$ cat src/rtl/ple_pkg.sv
// Shared types and codes for the positional list engine.
`default_nettype none
package ple_pkg;

  localparam int unsigned CAPACITY_DEF   = 64;
  localparam int unsigned ELEM_WIDTH_DEF = 32;

  // Widest values over the supported parameter range
  localparam int unsigned CNT_MAX_W  = 11;
  localparam int unsigned ELEM_MAX_W = 64;

  localparam int unsigned OPCODE_W  = 3;
  localparam int unsigned POS_W     = 7;
  localparam int unsigned VALUE_W   = 32;
  localparam int unsigned STATUS_W  = 2;
  localparam int unsigned COUNT_W   = 7;

  localparam logic [OPCODE_W-1:0] OP_ADD_FRONT = 3'd0;
  localparam logic [OPCODE_W-1:0] OP_ADD_REAR  = 3'd1;
  localparam logic [OPCODE_W-1:0] OP_REM_FRONT = 3'd2;
  localparam logic [OPCODE_W-1:0] OP_REM_REAR  = 3'd3;
  localparam logic [OPCODE_W-1:0] OP_INS_AT    = 3'd4;
  localparam logic [OPCODE_W-1:0] OP_REM_AT    = 3'd5;

  localparam logic [STATUS_W-1:0] ST_OK        = 2'd0;
  localparam logic [STATUS_W-1:0] ST_UNDERFLOW = 2'd1;
  localparam logic [STATUS_W-1:0] ST_RANGE     = 2'd2;
  localparam logic [STATUS_W-1:0] ST_FULL      = 2'd3;

  // Command broadcast to every cell of the chain
  typedef struct packed {
    logic                  ins;
    logic                  rem;
    logic [CNT_MAX_W-1:0]  idx;
    logic [CNT_MAX_W-1:0]  len;
    logic [ELEM_MAX_W-1:0] data;
  } ple_cmd_t;

endpackage
`default_nettype wire

$ cat src/rtl/ple_cell.sv
// One storage cell of the list chain: holds, shifts from a neighbor or loads.
`default_nettype none
module ple_cell
  import ple_pkg::*;
#(
  parameter int unsigned CELL_IDX   = 0,
  parameter int unsigned ELEM_WIDTH = ELEM_WIDTH_DEF
) (
  input  wire logic                  clk_i,
  input  wire ple_cmd_t              cmd_i,
  input  wire logic [ELEM_WIDTH-1:0] left_i,
  input  wire logic [ELEM_WIDTH-1:0] right_i,
  output logic      [ELEM_WIDTH-1:0] data_o,
  output logic                       hit_o
);

  localparam logic [CNT_MAX_W-1:0] MY_IDX = CNT_MAX_W'(CELL_IDX);
  localparam logic [CNT_MAX_W-1:0] MY_NXT = CNT_MAX_W'(CELL_IDX + 1);

  logic [ELEM_WIDTH-1:0] data_q, data_d;

  assign hit_o = (cmd_i.idx == MY_IDX);

  always_comb begin
    data_d = data_q;
    if (cmd_i.ins) begin
      if (hit_o) begin
        data_d = cmd_i.data[ELEM_WIDTH-1:0];
      end else if (MY_IDX > cmd_i.idx && MY_IDX <= cmd_i.len) begin
        data_d = left_i;
      end
    end else if (cmd_i.rem) begin
      // close the gap: cells from the removed slot up to the one below the old tail pull down
      if (MY_IDX >= cmd_i.idx && MY_NXT < cmd_i.len) begin
        data_d = right_i;
      end
    end
  end

  always_ff @(posedge clk_i) begin
    data_q <= data_d;
  end

  assign data_o = data_q;

endmodule
`default_nettype wire

$ cat config.mk
export PLATFORM = sky130hd
export DESIGN_NAME = ple_cell
export DESIGN_NICKNAME = d
export VERILOG_FILES = /design/src/rtl/ple_pkg.sv /design/src/rtl/ple_cell.sv
export SDC_FILE = /design/constraint.sdc
export NUM_CORES = 1
export LEC_CHECK = 0
export BUFFER_PORTS_ARGS = -buffer_cell sky130_fd_sc_hd__buf_2
export CAP_MARGIN = 5
export CORE_MARGIN = 1
export CORE_UTILIZATION = 34
export CTS_CLUSTER_DIAMETER = 60
export CTS_CLUSTER_SIZE = 20
export DETAILED_ROUTE_END_ITERATION = 12
export PLACE_DENSITY = 0.86
export SYNTH_ARGS = -nofsm -noshare
export SYNTH_HDL_FRONTEND = slang
export SYNTH_SLANG_ARGS = --single-unit
$ cat constraint.sdc
create_clock -name clk_i -period 2.3 [get_ports clk_i]
set_input_delay 0.46 -clock clk_i [delete_from_list [all_inputs] [get_ports clk_i]]
set_output_delay 0.46 -clock clk_i [all_outputs]
set_load 0.02 [all_outputs]
==> qor.log <==
INFO  floorplan      rows=27
INFO  worst_setup_path critical_path.endpoint_type=primary output
INFO  timing         timing.final.max_slew_violations=0
INFO  synth          top_reg_cell_synth=sky130_fd_sc_hd__edfxtp_1
INFO  synth          yosys.area_share.xor_xnor=0%
INFO  finish         flip_flop_count_of_the_largest_register_after_layout=32
INFO  finish         antenna-diode-count=0
INFO  timing         grt_setup_unrepaired=false
INFO  status         result_of_the_run=complete, no violations
INFO  floorplan      chipWidth=78.5microns
INFO  clock_network  clock_sinks=32
INFO  placed_design  dp_slack=0.122ns
INFO  synth          number_of_distinct_library_cells_after_synthesis=17
INFO  synth          ys_seq_area_share=48.3%
INFO  synth          synth-adder-area-share=0%
INFO  timing         max_slew_margin=74.5%
INFO  floorplan      boundaryPins=186
INFO  timing         finalCritPeriodShare=88.7%
INFO  clock_network  cts_buffer_depth=2
INFO  global_route   grt_pass1_wl=9910microns
INFO  floorplan      design.die.area=0.00616sqmm
INFO  worst_setup_path cp_data_arrival_time=1.58ns
INFO  placed_design  placement.io_buffers=152
INFO  synth          postSynth.asyncResetShare=0%
INFO  power_and_ir_drop power_per_cell_area=439mW/mm^2
INFO  synth          synth_top_family_by_area=compound AO/OA/AOI/OAI gates
INFO  clock_network  cts_resized=0
INFO  placed_design  gpl.final_weighted_congestion=0.752
INFO  global_route   first_global_vias=2,197
INFO  timing         worst-slew-pin-transition=0.383ns
INFO  global_route   grt_overflow=0
INFO  timing         timing.final.hold_violations=0
INFO  clock_network  post_cts_hold_buffer_count=0
INFO  worst_setup_path cp.required=1.84ns
INFO  clock_network  cts_tree=done
INFO  min_path       hold_path_class=in -> reg
INFO  synth          postSynthRegisterBits=32
INFO  clock_network  cts.root.buffer_cell=sky130_fd_sc_hd__clkbuf_8
INFO  timing         timing.fmax=0.490GHz
INFO  finish         utilization_of_the_core_after_routing=52.0%
INFO  synth          postSynthNetCount=353
INFO  detailed_routing routed_via_density=5.53
INFO  power_and_ir_drop p_leak=1.19nW
INFO  power_and_ir_drop switching_share=23.7%
INFO  flow_run       number_of_maximum_capacitance_violations=0
INFO  synth          netlist_top_cells_area=sky130_fd_sc_hd__edfxtp_1 48%, sky130_fd_sc_hd__o31ai_1 12%, sky130_fd_sc_hd__a31oi_1 10%, sky130_fd_sc_hd__nand4_1 10%, sky130_fd_sc_hd__nor2_1 6.0%
INFO  synth          post-synth-top-area-cell=sky130_fd_sc_hd__edfxtp_1
INFO  worst_setup_path cp-start-kind=input pin
INFO  power_and_ir_drop switchingPower=0.301mW
INFO  timing         fin_setup_tns=0ns
INFO  clock_network  post_cts_buffers=0
INFO  detailed_routing wire_per_inst=15.1microns
INFO  synth          synthSimpleGateAreaFrac=19.9%
INFO  floorplan      initial_utilization=35.7%
INFO  worst_setup_path critical_path_peak_fanout=2
INFO  clock_network  clk_pin_slew=0.07ns
INFO  power_and_ir_drop power.sequential.fraction=50.8%
INFO  clock_network  htree_levels=2
INFO  finish         nNetsFinal=498
INFO  power_and_ir_drop clock_power_share=31.2%
INFO  global_route   grt_util_all_layers=20.8%
INFO  synth          synth_enable_flop_cells=32
INFO  synth          synthMuxAreaShare=0%
INFO  detailed_routing initialDrtViolationCount=115
INFO  finish         post_route_cells_drive_above_1_share=51.2%
INFO  placed_design  place_hpwl=4680microns
INFO  synth          netlist_top_cells_count=32 x sky130_fd_sc_hd__a31oi_1, 32 x sky130_fd_sc_hd__edfxtp_1, 32 x sky130_fd_sc_hd__nand4_1, 32 x sky130_fd_sc_hd__nor2_1, 32 x sky130_fd_sc_hd__o31ai_1
INFO  synth          area_of_the_mapped_netlist=0.00199sqmm
INFO  finish         flow.area_growth_from_synthesis=45.8%
INFO  floorplan      dieHeight=78.5microns
INFO  synth          ys_warn_count=0
INFO  worst_setup_path path_class=in -> out
INFO  global_route   grt_max_degree=37
INFO  synth          compound_gate_fraction_of_synth_area=22.7%
INFO  power_and_ir_drop ir_worst_vdd=187uV
INFO  detailed_routing drt_drc_violations_left=0
INFO  detailed_routing wirelength=6300microns
INFO  power_and_ir_drop combinationalPowerShare=17.9%
INFO  timing         min_setup_slack_post_route=0.260ns
INFO  synth          post-synth-top-area-fraction=48.3%
INFO  synth          post_synth.cell_area_avg=9.94squm
INFO  detailed_routing drtAntennaViolNets=0
INFO  timing         setup-violations-final=0
INFO  floorplan      core=0.00557sqmm
INFO  global_route   grt_antenna_before_repair=0
INFO  detailed_routing routed-via-count=2,312
INFO  timing         period_needed=2.04ns
INFO  synth          syn-instance-count=200
INFO  detailed_routing drt_pre_antenna_iters=5
INFO  clock_network  cts_buffers=5
INFO  power_and_ir_drop internal_power=0.971mW
INFO  timing         finalHoldWorstSlack=0.524ns
[path summary, 6_finish.rpt]
path,from,to,slack (ns),cells after the start
worst max-delay path,cmd_i[77],hit_o,0.26,4
worst min-delay path,right_i[20],data_o[20],0.52,3
[worst max-delay path, cell delays in order]
cell and delay [ns]:
sky130_fd_sc_hd__buf_2 0.11, sky130_fd_sc_hd__or4_1 0.60, sky130_fd_sc_hd__nor3_4 0.22, sky130_fd_sc_hd__buf_2 0.20
[logic make-up after synthesis]
| family | after synthesis |
|---|---|
| AO/OA/AOI/OAI | 65 |
| buffers and inverters | 28 |
| AND/OR/NAND/NOR | 75 |
| flip-flops | 32 |
[layout make-up]
class	count	area, sq um
Clock inverter	1	3.75
Tap cell	72	90.1
Sequential cell	32	961
Timing Repair Buffer	166	891
Multi-Input combinational cell	140	877
Fill cell	525	2680
Clock buffer	7	76.3
[metal layers]
| layer | global-route usage, % | wire length [microns] |
|---|---|---|
| met1 | 23.6 | 2580 |
| met2 | 37.8 | 3200 |
| met3 | 4.65 | 426 |
| met4 | 7.41 | 93 |
| met5 | 0 | 0 |
[layout by cell type (no fill, tap or decap), drive strengths merged]
cell type  instances
buf              166
o31ai             32
nand4             32
nor2              32
a31oi             32
edfxtp            32
clkbuf             7
nor4               4
nor3               3
or4                2
or3                1
nand3              1
o211a              1
clkinv             1
[per-stage QoR]
stage               cell area [sq um]  std cells  power, mW
finish                           2900        418       1.27
global route                     2900        418       1.34
CTS                              2900        418       1.28
detailed placement               2820        410      0.884
global placement                 2820        410      0.877
floorplan                        2000        200      0.762
[power groups by stage]
stage          logic, mW  registers [mW]  clock network, mW
3_3_place_gp       0.218           0.659                  0
6_report           0.228           0.646              0.397
3_5_place_dp       0.225           0.659                  0
4_1_cts            0.226           0.646              0.411
2_1_floorplan      0.103           0.659                  0
5_1_grt            0.251           0.646              0.438
(Power assumes the default switching activity.)
