$ cat config.mk
export PLATFORM = sky130hd
export DESIGN_NAME = ple_ctrl
export DESIGN_NICKNAME = d
export VERILOG_FILES = /design/src/rtl/ple_pkg.sv /design/src/rtl/ple_ctrl.sv
export SDC_FILE = /design/constraint.sdc
export NUM_CORES = 1
export LEC_CHECK = 0
export ABC_AREA = 1
export BUFFER_PORTS_ARGS = -buffer_cell sky130_fd_sc_hd__buf_4
export CAP_MARGIN = 40
export CORE_AREA = 2 2 97 99
export DETAILED_ROUTE_END_ITERATION = 8
export DIE_AREA = 0 0 99 101
export PLACE_DENSITY_LB_ADDON = 0.08
export RECOVER_POWER = 50
export SLEW_MARGIN = 30
export SYNTH_ARGS = -nofsm -noshare
export SYNTH_HDL_FRONTEND = slang
export SYNTH_SLANG_ARGS = --single-unit
$ cat constraint.sdc
create_clock -name clk_i -period 2.7 [get_ports clk_i]
set_input_delay 0.54 -clock clk_i [delete_from_list [all_inputs] [get_ports clk_i]]
set_output_delay 0.54 -clock clk_i [all_outputs]
set_load 0.01 [all_outputs]
$ cat src/rtl/ple_pkg.sv
// Shared types and codes for the positional list engine.
`default_nettype none
package ple_pkg;

  localparam int unsigned CAPACITY_DEF   = 64;
  localparam int unsigned ELEM_WIDTH_DEF = 32;

  // Widest values over the supported parameter range
  localparam int unsigned CNT_MAX_W  = 11;
  localparam int unsigned ELEM_MAX_W = 64;

  localparam int unsigned OPCODE_W  = 3;
  localparam int unsigned POS_W     = 7;
  localparam int unsigned VALUE_W   = 32;
  localparam int unsigned STATUS_W  = 2;
  localparam int unsigned COUNT_W   = 7;

  localparam logic [OPCODE_W-1:0] OP_ADD_FRONT = 3'd0;
  localparam logic [OPCODE_W-1:0] OP_ADD_REAR  = 3'd1;
  localparam logic [OPCODE_W-1:0] OP_REM_FRONT = 3'd2;
  localparam logic [OPCODE_W-1:0] OP_REM_REAR  = 3'd3;
  localparam logic [OPCODE_W-1:0] OP_INS_AT    = 3'd4;
  localparam logic [OPCODE_W-1:0] OP_REM_AT    = 3'd5;

  localparam logic [STATUS_W-1:0] ST_OK        = 2'd0;
  localparam logic [STATUS_W-1:0] ST_UNDERFLOW = 2'd1;
  localparam logic [STATUS_W-1:0] ST_RANGE     = 2'd2;
  localparam logic [STATUS_W-1:0] ST_FULL      = 2'd3;

  // Command broadcast to every cell of the chain
  typedef struct packed {
    logic                  ins;
    logic                  rem;
    logic [CNT_MAX_W-1:0]  idx;
    logic [CNT_MAX_W-1:0]  len;
    logic [ELEM_MAX_W-1:0] data;
  } ple_cmd_t;

endpackage
`default_nettype wire

$ cat src/rtl/ple_ctrl.sv
// Command decode, length counter and result registers of the list engine.
`default_nettype none
module ple_ctrl
  import ple_pkg::*;
#(
  parameter int unsigned CAPACITY   = CAPACITY_DEF,
  parameter int unsigned ELEM_WIDTH = ELEM_WIDTH_DEF
) (
  input  wire logic                  clk_i,
  input  wire logic                  rst_ni,
  input  wire logic                  start_i,
  input  wire logic [OPCODE_W-1:0]   opcode_i,
  input  wire logic [POS_W-1:0]      position_i,
  input  wire logic [VALUE_W-1:0]    value_i,
  input  wire logic [ELEM_WIDTH-1:0] rd_data_i,
  output ple_cmd_t                   cmd_o,
  output logic                       done_o,
  output logic      [STATUS_W-1:0]   status_o,
  output logic      [VALUE_W-1:0]    removed_value_o,
  output logic      [COUNT_W-1:0]    element_count_o
);

  localparam int unsigned CW = $clog2(CAPACITY + 1);
  localparam int unsigned EW = ((CW > POS_W) ? CW : POS_W) + 1;
  localparam int unsigned OW = (CW > COUNT_W) ? CW : COUNT_W;
  localparam logic [CW-1:0] CAP = CW'(CAPACITY);

  logic [CW-1:0]       len_q, len_d;
  logic                done_q;
  logic [STATUS_W-1:0] status_q, status_d;
  logic [VALUE_W-1:0]  removed_q, removed_d;
  logic [COUNT_W-1:0]  count_q;

  logic                  ins, rem, full, empty, bad_ins, bad_rem;
  logic [CW-1:0]         idx;
  logic [EW-1:0]         pos_ext, len_ext, pos_m1;
  logic [ELEM_MAX_W-1:0] rd_ext;
  logic [OW-1:0]         len_out;

  assign pos_ext = EW'(position_i);
  assign len_ext = EW'(len_q);
  assign pos_m1  = pos_ext - EW'(1);
  assign full    = (len_q == CAP);
  assign empty   = (len_q == '0);
  assign bad_ins = (pos_ext == '0) || (pos_ext > len_ext + EW'(1));
  assign bad_rem = (pos_ext == '0) || (pos_ext > len_ext);

  always_comb begin
    status_d = ST_OK;
    ins      = 1'b0;
    rem      = 1'b0;
    idx      = '0;
    unique case (opcode_i)
      OP_ADD_FRONT: begin
        if (full) status_d = ST_FULL;
        else      ins      = 1'b1;
      end
      OP_ADD_REAR: begin
        idx = len_q;
        if (full) status_d = ST_FULL;
        else      ins      = 1'b1;
      end
      OP_REM_FRONT: begin
        if (empty) status_d = ST_UNDERFLOW;
        else       rem      = 1'b1;
      end
      OP_REM_REAR: begin
        idx = len_q - CW'(1);
        if (empty) status_d = ST_UNDERFLOW;
        else       rem      = 1'b1;
      end
      OP_INS_AT: begin
        idx = pos_m1[CW-1:0];
        if (bad_ins)   status_d = ST_RANGE;
        else if (full) status_d = ST_FULL;
        else           ins      = 1'b1;
      end
      OP_REM_AT: begin
        idx = pos_m1[CW-1:0];
        if (bad_rem) status_d = ST_RANGE;
        else         rem      = 1'b1;
      end
      default: ;
    endcase
  end

  assign cmd_o.ins  = ins & start_i;
  assign cmd_o.rem  = rem & start_i;
  assign cmd_o.idx  = CNT_MAX_W'(idx);
  assign cmd_o.len  = CNT_MAX_W'(len_q);
  assign cmd_o.data = ELEM_MAX_W'(value_i);

  assign rd_ext    = ELEM_MAX_W'(rd_data_i);
  assign removed_d = rem ? rd_ext[VALUE_W-1:0] : '0;

  always_comb begin
    len_d = len_q;
    if (ins)      len_d = len_q + CW'(1);
    else if (rem) len_d = len_q - CW'(1);
  end

  assign len_out = OW'(len_d);

  always_ff @(posedge clk_i or negedge rst_ni) begin
    if (!rst_ni) begin
      len_q  <= '0;
      done_q <= 1'b0;
    end else begin
      done_q <= start_i;
      if (start_i) len_q <= len_d;
    end
  end

  always_ff @(posedge clk_i) begin
    if (start_i) begin
      status_q  <= status_d;
      removed_q <= removed_d;
      count_q   <= len_out[COUNT_W-1:0];
    end
  end

  assign done_o          = done_q;
  assign status_o        = status_q;
  assign removed_value_o = removed_q;
  assign element_count_o = count_q;

endmodule
`default_nettype wire

==> flow_summary.toml <==
[yosys]
ys_warn_count = 0
synth.cell_area_um2 = 3610
synth_top_cell_area_share_pct = 34.1
ys_seq_elements = 49
synth_top_family_by_area = "buffers and inverters"
synth_fa_ha_area_share_pct = 6.58
synth.area.top_cells = "edfxtp_1 34%, buf_4 16%, nand2_1 7.8%, ha_1 6.6%, inv_1 6.1%"
muxShareOfSynthArea_pct = 0
synth.distinct_cells = 39
synth_area_per_cell_um2 = 8.48
synth_compound_area_share_pct = 4.57
ys_seq_area_share_pct = 39.6
synth-main-ff-cell = "edfxtp_1"
netlist_instances = 426
synthArstFlopShare_pct = 16.3
synth_top_area_cell = "edfxtp_1"
synth-xor-area-share_pct = 2.42
synth_edf_count = 41
synth-simple-area-share_pct = 22.8

[layout]
mostFrequentLayoutCell = "buf_4"
layout_common_cells = "117 x buf_4, 72 x nand2_1, 57 x inv_1"
antenna_cells = 0
multi_input_area_um2 = 1550
layout-drive-gt1-share_pct = 33.6
seqCellArea_um2 = 1440
finalCoreUtilization_pct = 49.4
syn_to_final_growth_pct = 22.8
nFillCells = 887
finalNetCount = 616

[clock_tree]
clock_sinks = 49
cts.path.max_buffers = 2
cts_buffers = 5
clk_latency_ps = 300
clockRootBuffer = "clkbuf_8"
clkSlewWorstSetupHoldPaths_ps = 90
cts_tree = "built"
cts_max_level = 2

[global_routing]
grt_pass1_wl_um = 12700
grt_max_degree = 50
overflow = 0
grt_pass1_vias = 2546
track_usage_pct = 15.8
antenna_found_initial = 0

[critical_path]
cp.required_ps = 2160
critical_path.endpoint_type = "output port"
cp_max_fo = 3
crit_chain = "ha_4 -> nand3_4 -> nor3_2 -> xor2_1 -> inv_1 -> ha_4 -> a21oi_2 -> nand2_1 -> nand2_1 -> nand2_2 -> nand2_2 -> nand4_4 -> nand2_4 -> inv_4 -> nor2_2 -> buf_4"
critPathMaxStageDelay_ps = 410
startpoint_type = "flip-flop"
critPathSlowestCell = "dfrtp_2"
arrival_ps = 2470
critical_path.top_delay_family = "simple AND/OR/NAND/NOR gates"
timing.critical_path.buf_inv = 3
critPathKind = "reg2out"

[floorplan]
fp.dieW_um = 99
core_um2 = 8980
rows = 35
dieArea_um2 = 10000
ios = 207
dieHeight_um = 101
start_util_pct = 40.3

[detailed_routing]
wl_per_cell_um = 13.2
antenna_left = 0
vias_per_cell = 4.49
first_iter_violations = 83
drcViolationCount = 0
finalWirelength_um = 8350
first_pass_iters = 4
num_vias = 2835

[timing]
drv_slew = 0
fin_crit_ps = 3010
timing.final.hold_violations = 0
fin_ws_ps = -310
worst_slew_margin_rel_pct = 58.8
clock.fmax_ghz = 0.332
tightest_slew_ps = 618
fin_crit_sh_pct = 111
fin_skew_ps = 5.28
rsz0062_at_grt = "true"
setup_violations = 1

[place]
preCtsSetupSlack_ps = -66.4
place_congestion = 0.865
io_buffers = 102
dpl.hpwl_um = 6460

[power]
switching_share_pct = 38.1
p_clk_share_pct = 15.7
p_int_mw = 1.70
power.leakage_nw = 2.21
combPwrFrac_pct = 48.1
power_density_nw_per_um2 = 620
ir_drop_uv = 223
power_frac_seq_pct = 36.1
p_sw_mw = 1.05

[outcome]
violations = "setup timing"
status = "finished with violations"

[hold_path]
hp-class = "in2async"

[run]
maxCapViolCount = 0
-- per-layer routing --
metal  global-route usage, %  up-vias  share of wire, %
met5                       0        -                 0
met3                    3.81        8               7.0
li1                        -     1424                 -
met2                    25.7      113                46
met1                    21.5     1290                46
met4                    3.48        0              0.90
-- flip-flops by register name (all words and copies together) (netlist names) --
name	cells
len_q	7
status_o	2
removed_value_o	32
done_o	1
element_count_o	7
-- kinds of logic after synthesis --
| logic type | count (synthesis) |
|---|---|
| AO/OA/AOI/OAI | 24 |
| AND/OR/NAND/NOR | 173 |
| buffers and inverters | 150 |
| XOR/XNOR | 10 |
| adder cells (fa/ha/maj) | 19 |
| flip-flops | 49 |
| other | 1 |
-- power groups by stage --
| stage | clock network [mW] | logic, mW | registers, mW |
|---|---|---|---|
| finish | 0.433 | 1.32 | 0.994 |
| detailed placement | 0 | 1.22 | 0.998 |
| global route | 0.471 | 1.47 | 1.00 |
| CTS | 0.451 | 1.27 | 0.985 |
| global placement | 0 | 1.21 | 0.995 |
| floorplan | 0 | 0.764 | 1.05 |
-- synth_stat cells, types with 2 or more instances --
library cell and instances:
nand4_1 4, nor3_4 2, nand3_2 2, a21oi_1 5
edfxtp_1 41, and2_1 6, nand2_1 75, o21ai_2 2
o21ai_1 3, buf_2 5, nor3_1 6, buf_4 76
xnor2_1 2, nor3_2 2, nand2_2 4, inv_1 59
o21ai_0 2, inv_2 7, ha_1 19, nand3_1 25
nor2_1 41, nor2_4 3, xor2_1 8, dfrtp_1 8
o21bai_1 2, o221ai_1 4
-- worst paths after layout --
kind	startpoint	end	slack (ps)	cells past startpoint
max in group asynchronous	rst_ni	len_q[0]$_DFFE_PN0P_	2190	1
hold / removal	rst_ni	done_o$_DFF_PN0_	160	1
setup reg to reg	len_q[1]$_DFFE_PN0P_	element_count_o[0]$_DFFE_PP_	100	17
hold reg to reg	len_q[0]$_DFFE_PN0P_	len_q[0]$_DFFE_PN0P_	680	3
setup / recovery	len_q[1]$_DFFE_PN0P_	cmd_o[87]	-310	16
min in group clk_i	rd_data_i[29]	removed_value_o[29]$_SDFFCE_PP0P_	530	3
-- repair_timing --
| action | CTS | global route |
|---|---|---|
| resized for setup | 9 | 16 |
| gates cloned | 0 | 0 |
| pin swaps | 1 | 8 |
| hold buffers | 0 | 0 |
| setup endpoints to repair | 2 | 7 |
| setup buffers | 4 | 4 |
-- metrics by stage --
| stage | std cells | instance area (um2) | total power [mW] | hold WS [ps] | TNS, ps |
|---|---|---|---|---|---|
| detailed placement | 616 | 4220 | 2.22 | 367 | -66.4 |
| finish | 632 | 4440 | 2.75 | 156 | -310 |
| floorplan | 465 | 3770 | 1.81 | 244 | 0 |
| CTS | 628 | 4370 | 2.71 | 37.8 | -309 |
| global route | 632 | 4440 | 2.94 | 185 | -757 |
| global placement | 616 | 4220 | 2.20 | 368 | 0 |
-- cell type report --
| class | count | area share [%] |
|---|---|---|
| Timing Repair Buffer | 130 | 21.6 |
| Inverter | 68 | 5.98 |
| Tap cell | 111 | 3.13 |
| Sequential cell | 49 | 32.4 |
| Clock buffer | 6 | 1.64 |
| Clock inverter | 2 | 0.338 |
| Multi-Input combinational cell | 266 | 35.0 |
No activity file was read; power rests on OpenSTA's default activity.
